File: src/vmdp_pkg.sv
package vmdp_pkg;

  // VRAM depth in words; must be a power of two
  localparam int VMDP_VRAM_WORDS     = 32768;
  localparam int VMDP_OAM_HIGH_BYTES = 32;

  localparam logic OP_REG_WRITE = 1'b0;
  localparam logic OP_VBLANK    = 1'b1;

  // Register offsets within the video register window
  localparam logic [5:0] REG_DISPLAY     = 6'h00;
  localparam logic [5:0] REG_OAM_ADDR_LO = 6'h02;
  localparam logic [5:0] REG_OAM_ADDR_HI = 6'h03;
  localparam logic [5:0] REG_OAM_DATA    = 6'h04;
  localparam logic [5:0] REG_VRAM_MODE   = 6'h15;
  localparam logic [5:0] REG_VRAM_ADDR_LO = 6'h16;
  localparam logic [5:0] REG_VRAM_ADDR_HI = 6'h17;
  localparam logic [5:0] REG_VRAM_DATA_LO = 6'h18;
  localparam logic [5:0] REG_VRAM_DATA_HI = 6'h19;
  localparam logic [5:0] REG_CG_ADDR     = 6'h21;
  localparam logic [5:0] REG_CG_DATA     = 6'h22;
  localparam logic [5:0] REG_OAM_STEP    = 6'h38;
  localparam logic [5:0] REG_VRAM_STEP_A = 6'h39;
  localparam logic [5:0] REG_VRAM_STEP_B = 6'h3A;
  localparam logic [5:0] REG_OAM_HI_POKE = 6'h3F;

  // Fixed OAM high-table byte written through the poke register
  localparam logic [15:0] OAM_HI_POKE_ADDR = 16'h0018;
  localparam int          OAM_HI_IDX_W     = $clog2(VMDP_OAM_HIGH_BYTES);

  typedef enum logic [1:0] {
    TGT_VRAM   = 2'd0,
    TGT_OAM_LO = 2'd1,
    TGT_OAM_HI = 2'd2,
    TGT_CGRAM  = 2'd3
  } target_t;

  typedef struct packed {
    logic       opcode;
    logic [5:0] reg_index;
    logic [7:0] value;
  } vmdp_in_t;

  typedef struct packed {
    target_t     target;
    logic [14:0] mem_addr;
    logic [15:0] word;
  } vmdp_out_t;

  // Memory write request leaving the register stage
  typedef struct packed {
    logic        valid;
    logic        is_vram;
    logic        hi_byte;
    target_t     target;
    logic [15:0] addr;
    logic [15:0] word;
  } vmdp_req_t;

  function automatic logic [7:0] step_lookup(input logic [1:0] code);
    logic [7:0] s;
    unique case (code)
      2'd0:    s = 8'd1;
      2'd1:    s = 8'd32;
      default: s = 8'd128;
    endcase
    return s;
  endfunction

  function automatic logic [15:0] vram_remap(input logic [1:0] mode, input logic [15:0] p);
    logic [15:0] a;
    unique case (mode)
      2'd1:    a = {p[15:8],  p[4:0], p[7:5]};
      2'd2:    a = {p[15:9],  p[5:0], p[8:6]};
      2'd3:    a = {p[15:10], p[6:0], p[9:7]};
      default: a = p;
    endcase
    return a;
  endfunction

endpackage

File: src/vmdp_ctrl.sv
module vmdp_ctrl
  import vmdp_pkg::*;
(
  input  logic      clk,
  input  logic      rst_n,
  input  logic      accept,
  input  vmdp_in_t  item,
  output vmdp_req_t req
);

  logic [15:0] vram_ptr_r, vram_ptr_nxt;
  logic        inc_high_r, inc_high_nxt;
  logic [7:0]  inc_step_r, inc_step_nxt;
  logic [1:0]  remap_r, remap_nxt;
  logic [9:0]  oam_ptr_r, oam_ptr_nxt;
  logic [7:0]  oam_base_lo_r, oam_base_lo_nxt;
  logic        oam_base_hi_r, oam_base_hi_nxt;
  logic [7:0]  oam_latch_r, oam_latch_nxt;
  logic        fblank_r, fblank_nxt;
  logic [7:0]  pal_ptr_r, pal_ptr_nxt;
  logic        pal_tog_r, pal_tog_nxt;
  logic [7:0]  pal_latch_r, pal_latch_nxt;

  logic [15:0] vram_adv;
  logic [7:0]  v;

  assign v        = item.value;
  assign vram_adv = vram_ptr_r + 16'(inc_step_r);

  always_comb begin
    vram_ptr_nxt    = vram_ptr_r;
    inc_high_nxt    = inc_high_r;
    inc_step_nxt    = inc_step_r;
    remap_nxt       = remap_r;
    oam_ptr_nxt     = oam_ptr_r;
    oam_base_lo_nxt = oam_base_lo_r;
    oam_base_hi_nxt = oam_base_hi_r;
    oam_latch_nxt   = oam_latch_r;
    fblank_nxt      = fblank_r;
    pal_ptr_nxt     = pal_ptr_r;
    pal_tog_nxt     = pal_tog_r;
    pal_latch_nxt   = pal_latch_r;
    req             = '0;
    req.target      = TGT_VRAM;

    if (item.opcode == OP_VBLANK) begin
      if (!fblank_r) oam_ptr_nxt = {oam_base_hi_r, oam_base_lo_r, 1'b0};
    end else begin
      unique case (item.reg_index)
        REG_DISPLAY: begin
          if (fblank_r && !v[7]) oam_ptr_nxt = {oam_base_hi_r, oam_base_lo_r, 1'b0};
          fblank_nxt = v[7];
        end
        REG_OAM_ADDR_LO: begin
          oam_base_lo_nxt = v;
          oam_ptr_nxt     = {oam_base_hi_r, v, 1'b0};
        end
        REG_OAM_ADDR_HI: begin
          oam_base_hi_nxt = v[0];
          oam_ptr_nxt     = {v[0], oam_base_lo_r, 1'b0};
        end
        REG_OAM_DATA: begin
          if (oam_ptr_r[9]) begin
            req.valid  = 1'b1;
            req.target = TGT_OAM_HI;
            req.addr   = 16'(oam_ptr_r[OAM_HI_IDX_W-1:0]);
            req.word   = {8'h00, v};
          end else if (oam_ptr_r[0]) begin
            req.valid  = 1'b1;
            req.target = TGT_OAM_LO;
            req.addr   = 16'(oam_ptr_r[9:1]);
            req.word   = {v, oam_latch_r};
          end
          if (!oam_ptr_r[0]) oam_latch_nxt = v;
          oam_ptr_nxt = oam_ptr_r + 10'd1;
        end
        REG_VRAM_MODE: begin
          inc_high_nxt = v[7];
          inc_step_nxt = step_lookup(v[1:0]);
          remap_nxt    = v[3:2];
        end
        REG_VRAM_ADDR_LO: vram_ptr_nxt = {vram_ptr_r[15:8], v};
        REG_VRAM_ADDR_HI: vram_ptr_nxt = {v, vram_ptr_r[7:0]};
        REG_VRAM_DATA_LO, REG_VRAM_DATA_HI: begin
          req.valid   = 1'b1;
          req.is_vram = 1'b1;
          req.hi_byte = (item.reg_index == REG_VRAM_DATA_HI);
          req.target  = TGT_VRAM;
          req.addr    = vram_remap(remap_r, vram_ptr_r);
          req.word    = {8'h00, v};
          if (req.hi_byte == inc_high_r) vram_ptr_nxt = vram_adv;
        end
        REG_CG_ADDR: begin
          pal_ptr_nxt = v;
          pal_tog_nxt = 1'b0;
        end
        REG_CG_DATA: begin
          if (pal_tog_r) begin
            req.valid   = 1'b1;
            req.target  = TGT_CGRAM;
            req.addr    = 16'(pal_ptr_r);
            req.word    = {1'b0, v[6:0], pal_latch_r};
            pal_ptr_nxt = pal_ptr_r + 8'd1;
          end else begin
            pal_latch_nxt = v;
          end
          pal_tog_nxt = !pal_tog_r;
        end
        REG_OAM_STEP: oam_ptr_nxt = oam_ptr_r + 10'd1;
        REG_VRAM_STEP_A, REG_VRAM_STEP_B: vram_ptr_nxt = vram_adv;
        REG_OAM_HI_POKE: begin
          req.valid  = 1'b1;
          req.target = TGT_OAM_HI;
          req.addr   = OAM_HI_POKE_ADDR;
          req.word   = {8'h00, v};
        end
        default: ;
      endcase
    end
  end

  always_ff @(posedge clk) begin
    if (!rst_n) begin
      vram_ptr_r    <= '0;
      inc_high_r    <= 1'b0;
      inc_step_r    <= 8'd1;
      remap_r       <= '0;
      oam_ptr_r     <= '0;
      oam_base_lo_r <= '0;
      oam_base_hi_r <= 1'b0;
      oam_latch_r   <= '0;
      fblank_r      <= 1'b0;
      pal_ptr_r     <= '0;
      pal_tog_r     <= 1'b0;
      pal_latch_r   <= '0;
    end else if (accept) begin
      vram_ptr_r    <= vram_ptr_nxt;
      inc_high_r    <= inc_high_nxt;
      inc_step_r    <= inc_step_nxt;
      remap_r       <= remap_nxt;
      oam_ptr_r     <= oam_ptr_nxt;
      oam_base_lo_r <= oam_base_lo_nxt;
      oam_base_hi_r <= oam_base_hi_nxt;
      oam_latch_r   <= oam_latch_nxt;
      fblank_r      <= fblank_nxt;
      pal_ptr_r     <= pal_ptr_nxt;
      pal_tog_r     <= pal_tog_nxt;
      pal_latch_r   <= pal_latch_nxt;
    end
  end

endmodule

File: config.mk
export PLATFORM = sky130hd
export DESIGN_NAME = vmdp_ctrl
export DESIGN_NICKNAME = d
export VERILOG_FILES = /design/src/vmdp_pkg.sv /design/src/vmdp_ctrl.sv
export SDC_FILE = /design/constraint.sdc
export NUM_CORES = 1
export LEC_CHECK = 0
export BUFFER_PORTS_ARGS = -buffer_cell sky130_fd_sc_hd__buf_2
export CAP_MARGIN = 20
export CORE_MARGIN = 4
export CORE_UTILIZATION = 40
export DETAILED_ROUTE_END_ITERATION = 6
export SYNTH_ARGS = -nofsm -noshare
export SYNTH_HDL_FRONTEND = slang
export SYNTH_SLANG_ARGS = --single-unit
export TNS_END_PERCENT = 10
File: constraint.sdc
create_clock -name clk -period 2.5 [get_ports clk]
set_clock_uncertainty 0.15 [all_clocks]
set_input_delay 0.125 -clock clk [delete_from_list [all_inputs] [get_ports clk]]
set_output_delay 0.125 -clock clk [all_outputs]
set_load 0.01 [all_outputs]
* Word-level counts from Yosys, hierarchy flattened
Cells that the tools add are included.
Word-level totals: register bits 72
Cells by class: add/sub/neg operators 3, equality and inequality tests 23, muxes and demuxes 21, bitwise logic cells 5, reductions and logical operators 24
Operators with widths (count):
- $pmux 34 s4 | 1
- $mux 34 | 2
- $pmux 16 s4 | 1
- $pmux 10 s4 | 1
- $mux 37 | 1
- $eq 6x6->1 const B | 6
- $mux 33 | 1
- $pmux 8 s2 | 2
- $eq 6x5->1 const B | 5
- $mux 10 | 3
- $pmux 10 s3 | 1
- $add 16x8->16 | 1
- $mux 16 | 1
- $reduce_and 4->1 | 4
- $reduce_and 3->1 | 5
- $eq 6x2->1 const B | 2
- $add 10x1->10 const B | 1
- $reduce_and 5->1 | 2
- $add 8x1->8 const B | 1
- $mux 8 | 1
- $eq 6x3->1 const B | 1
- $logic_not 6->1 | 1
- $ne 2x2->1 const B | 3
- $reduce_bool 3->1 | 2
- 16 further kinds | 27

* Depth between registers and ports, before layout
word-level depth 5, mapped depth 10, depth with buffers taken out 8

* Worst setup path before layout
Ideal clock, no wire load.
kind register to register, start reg oam_ptr_r[2], end reg oam_ptr_r[9], library setup time 0.125 ns, arrival time 1.675 ns, data required time 2.225 ns, slack 0.550 ns, cell stages (with the launch flop) 8, buffers on the path 1, cell sequence dfxtp_1 > clkbuf_1 > and4_1 > nand2_1 > or3_1 > xnor2_1 > a221oi_1 > a21oi_2
Between the ends: cells in the longest elaborated chain, start to end 3
Ends and longest elaborated chain:
- start: declaration | RTL line vmdp_ctrl.sv:15 | logic [9:0] oam_ptr_r, oam_ptr_nxt;
- start signal: assignment | RTL line vmdp_ctrl.sv:141 | oam_ptr_r <= oam_ptr_nxt;
- $add 10x1->10 | RTL line vmdp_ctrl.sv:75, vmdp_ctrl.sv:109
- $pmux 10 s4 | RTL line vmdp_ctrl.sv:49 | unique case (item.reg_index)
- $mux 10 | RTL line vmdp_ctrl.sv:46 | if (item.opcode == OP_VBLANK) begin
Every way passes these cells. A chain may end at the register's enable or synchronous reset.

* Worst setup path after layout
start reg vram_ptr_r[0], end reg vram_ptr_r[12]
Between the ends: cells in the longest elaborated chain, start to end 3
Ends and longest elaborated chain:
- start: declaration | RTL line vmdp_ctrl.sv:11 | logic [15:0] vram_ptr_r, vram_ptr_nxt;
- start signal: assignment | RTL line vmdp_ctrl.sv:137 | vram_ptr_r <= vram_ptr_nxt;
- $add 16x8->16 (*) | RTL line vmdp_ctrl.sv:28 | assign vram_adv = vram_ptr_r + 16'(inc_step_r);
- $mux 16 | RTL line vmdp_ctrl.sv:91 | if (req.hi_byte == inc_high_r) vram_ptr_nxt = vram_adv;
- $pmux 16 s4 (*) | RTL line vmdp_ctrl.sv:49
Mark *: on every way between the ends. The rest lies on a longest branch, timed or not. The select of a mux whose other input is x is not followed.

==> results.json <==
{
  "status": "finished clean",
  "rr_startpoint": "vram_ptr_r[0]$_SDFFE_PN0P_",
  "vias": 4627,
  "internal-power_mw": 1.97,
  "cpLargestDelayFamily": "compound AO/OA/AOI/OAI gates",
  "fmax_mhz": 435,
  "drt_wl_total_um": 14900,
  "cpMostUsedCell": "ha_1",
  "cpPeakStageDelay_ns": 0.47,
  "grt_max_degree": 50,
  "place_hpwl_um": 10400,
  "rsz0062_at_grt": "false",
  "yosysMostFrequentCell": "dfxtp_1",
  "drtIter0Drc": 429,
  "min_from": "item[5]",
  "powerDensity_mw_per_mm2": 504,
  "cts_tree": "built",
  "synth_top_area_cell": "dfxtp_1",
  "setup_viol": 0,
  "cts_root_buf": "clkbuf_16",
  "fp-row-count": 38,
  "ys_top_cells_by_area": "dfxtp_1 29%, mux2i_1 6.1%, nand2_1 5.0%",
  "die_x_um": 115,
  "post_cts_buffers": 0,
  "placed_cell_area_sq_mm": 0.00499,
  "cts.repair.resized": 0,
  "grt_pass1_vias": 4345,
  "cp-start-kind": "register",
  "switchingPower_mw": 0.703,
  "fillers": 1126,
  "netlist_top_cells_count": "67 x dfxtp_1, 61 x nand2_1, 59 x nor2_1, 31 x a21oi_1, 28 x mux2i_1",
  "synthArstFlopShare": 0,
  "synth-seq-cells": 67,
  "cp_cell_sequence": "ha_1 > ha_1 > nand4_1 > o21ai_0 > and3_1 > a32o_1 > a22oi_1 > nor2_1",
  "ctsHtreeMaxLevel": 3,
  "met3_usage": 0.0350,
  "slew_violations": 0,
  "wl_per_cell_um": 19.6,
  "crit_path_end_kind": "register",
  "cp_slowest_cell": "o21ai_0",
  "area_delta_synth_final_pct": 14.6,
  "slew_headroom": 0.567,
  "insertedDiodeCount": 0,
  "synth_edf_count": 0,
  "gp_congestion": 0.940,
  "setup.worst_path.start": "vram_ptr_r[0]$_SDFFE_PN0P_",
  "drv_cap": 0,
  "cts_buffers": 9,
  "io_buffers": 54,
  "synth_ff_type": "dfxtp_1",
  "crit_type": "reg -> reg",
  "clkSinkCount": 67,
  "switching_share": 0.263,
  "ant_nets": 0,
  "grt.busiest_layer": "met2",
  "cp_num_buf_inv": 0,
  "fin_area_sq_mm": 0.00530,
  "netlist_area_sq_mm": 0.00462,
  "path_clk_slew_ns": 0.06,
  "pwr-share-clk": 0.492,
  "ioPinCount": 55,
  "peakVddDrop_mv": 0.262,
  "min_period_ns": 2.30,
  "syn_area_per_cell_sq_um": 8.02,
  "post-route-drc-count": 0,
  "synth_top_area_share": 0.290,
  "die_h_um": 115,
  "track_usage": 0.226,
  "met2_usage": 0.356,
  "grtUsageMet1": 0.316,
  "finalCritPeriodShare": 0.919,
  "clk_path_buf_depth": 2,
  "worstMarginPinSlew_ns": 0.650,
  "initial_core_util": 0.417,
  "crit_arrival_ns": 2.42,
  "cts_hold_buf": 0,
  "yosysWarnings": 0,
  "combPwrFrac": 0.095,
  "ys_seq_area_frac": 0.290,
  "crit_required_ns": 2.62,
  "grt_remaining_overflow": 0,
  "via_per_inst": 6.10,
  "worstPathMaxFanout": 4,
  "grt_pass1_wl_um": 23600,
  "yosysUniqueCellTypes": 68,
  "synth_nets": 600,
  "nNetsFinal": 637,
  "finalHoldViolations": 0,
  "antenna_found_initial": 0,
  "core_sq_mm": 0.0111,
  "netlist_instances": 576,
  "setup-tns-final_ns": 0,
  "clk_latency_ns": 0.33,
  "drt_first_pass_iters": 6,
  "p_leak_nw": 2.03,
  "dieArea_sq_mm": 0.0133,
  "p_seq_frac": 0.412,
  "hp-class": "in -> reg",
  "drive_gt1_frac": 0.207
}
## per-stage QoR
stage	power (mW)	setup slack (ns)	util	hold WS, ns	instances
after floorplan	1.29	0.550	-	0.246	576
after global placement	1.37	0.373	0.451	0.296	742
after detailed placement	1.37	0.320	0.451	0.305	742
after CTS	2.69	0.311	0.478	0.0269	758
after global routing	2.76	0.0722	0.478	0.0541	758
final	2.67	0.202	0.478	0.0346	758
## worst paths after layout
| check | to | slack, ns | cells after the start |
|---|---|---|---|
| worst min register to register | oam_base_lo_r[5]$_SDFFE_PN0P_ | 0.31 | 2 |
| worst min-delay path | oam_base_lo_r[5]$_SDFFE_PN0P_ | 0.03 | 3 |
| worst max-delay path | vram_ptr_r[12]$_SDFFE_PN0P_ | 0.20 | 8 |
| worst max register to register | vram_ptr_r[12]$_SDFFE_PN0P_ | 0.20 | 8 |
## registers in the layout (all words and copies together) (netlist names)
register / cells
vram_ptr_r: 16
pal_tog_r: 1
oam_base_hi_r: 1
inc_step_r: 3
pal_ptr_r: 8
oam_ptr_r: 10
inc_high_r: 1
oam_latch_r: 8
remap_r: 2
fblank_r: 1
pal_latch_r: 8
oam_base_lo_r: 8
## tightest hold or removal path, delay by kind of cell
kind	cells	cell delay [ns]
compound gates	1	0.05
buf+inv	1	0.19
simple gates	1	0.09
## placed cells by master (no fill, tap or decap), types with 8 or more instances in the layout
cell       Yosys  final
dfxtp_1       67     67
nand2_1       61     61
nor2_1        59     59
buf_2         16     54
a21oi_1       31     31
mux2i_1       28     28
nand3_1       26     26
o21ai_0       24     24
o21ai_1       23     23
a22oi_1       23     23
buf_4          3     18
and2_1        16     16
and3_1        11     11
xnor2_1       11     11
inv_1         10     10
nand4_1        9      9
a21oi_2        9      9
clkbuf_16      0      9
nor3_1         8      8
a222oi_1       8      8
## power by group through the flow
stage	logic [mW]	clock network, mW	registers [mW]
finish	0.254	1.31	1.10
global route	0.273	1.39	1.10
CTS	0.251	1.34	1.10
detailed placement	0.250	0	1.12
global placement	0.246	0	1.12
floorplan	0.179	0	1.11
## layout make-up
| type | count | area (sq um) | area share |
|---|---|---|---|
| clock buffers | 11 | 243 | 0.0458 |
| clock inverters | 5 | 61.3 | 0.0116 |
| inverters | 11 | 41.3 | 0.00780 |
| multi-input cells | 449 | 2970 | 0.561 |
| flip-flops and latches | 67 | 1340 | 0.253 |
| well taps | 140 | 175 | 0.0331 |
| repair buffers | 75 | 465 | 0.0879 |
## layer usage
metal,up-vias,wire (um)
li1,2176,-
met1,2200,6510
met2,209,6710
met3,42,1220
met4,0,445
met5,-,0
## cells by family after synthesis
family	Yosys count	share of synthesized area
AND/OR/NAND/NOR	228	0.259
AO/OA/AOI/OAI	171	0.267
flip-flops	67	0.290
buffers and inverters	60	0.0672
multiplexers	31	0.0753
XOR/XNOR	13	0.0246
adder cells (fa/ha/maj)	6	0.0162
Note: power is estimated with default switching activity, not from simulation.
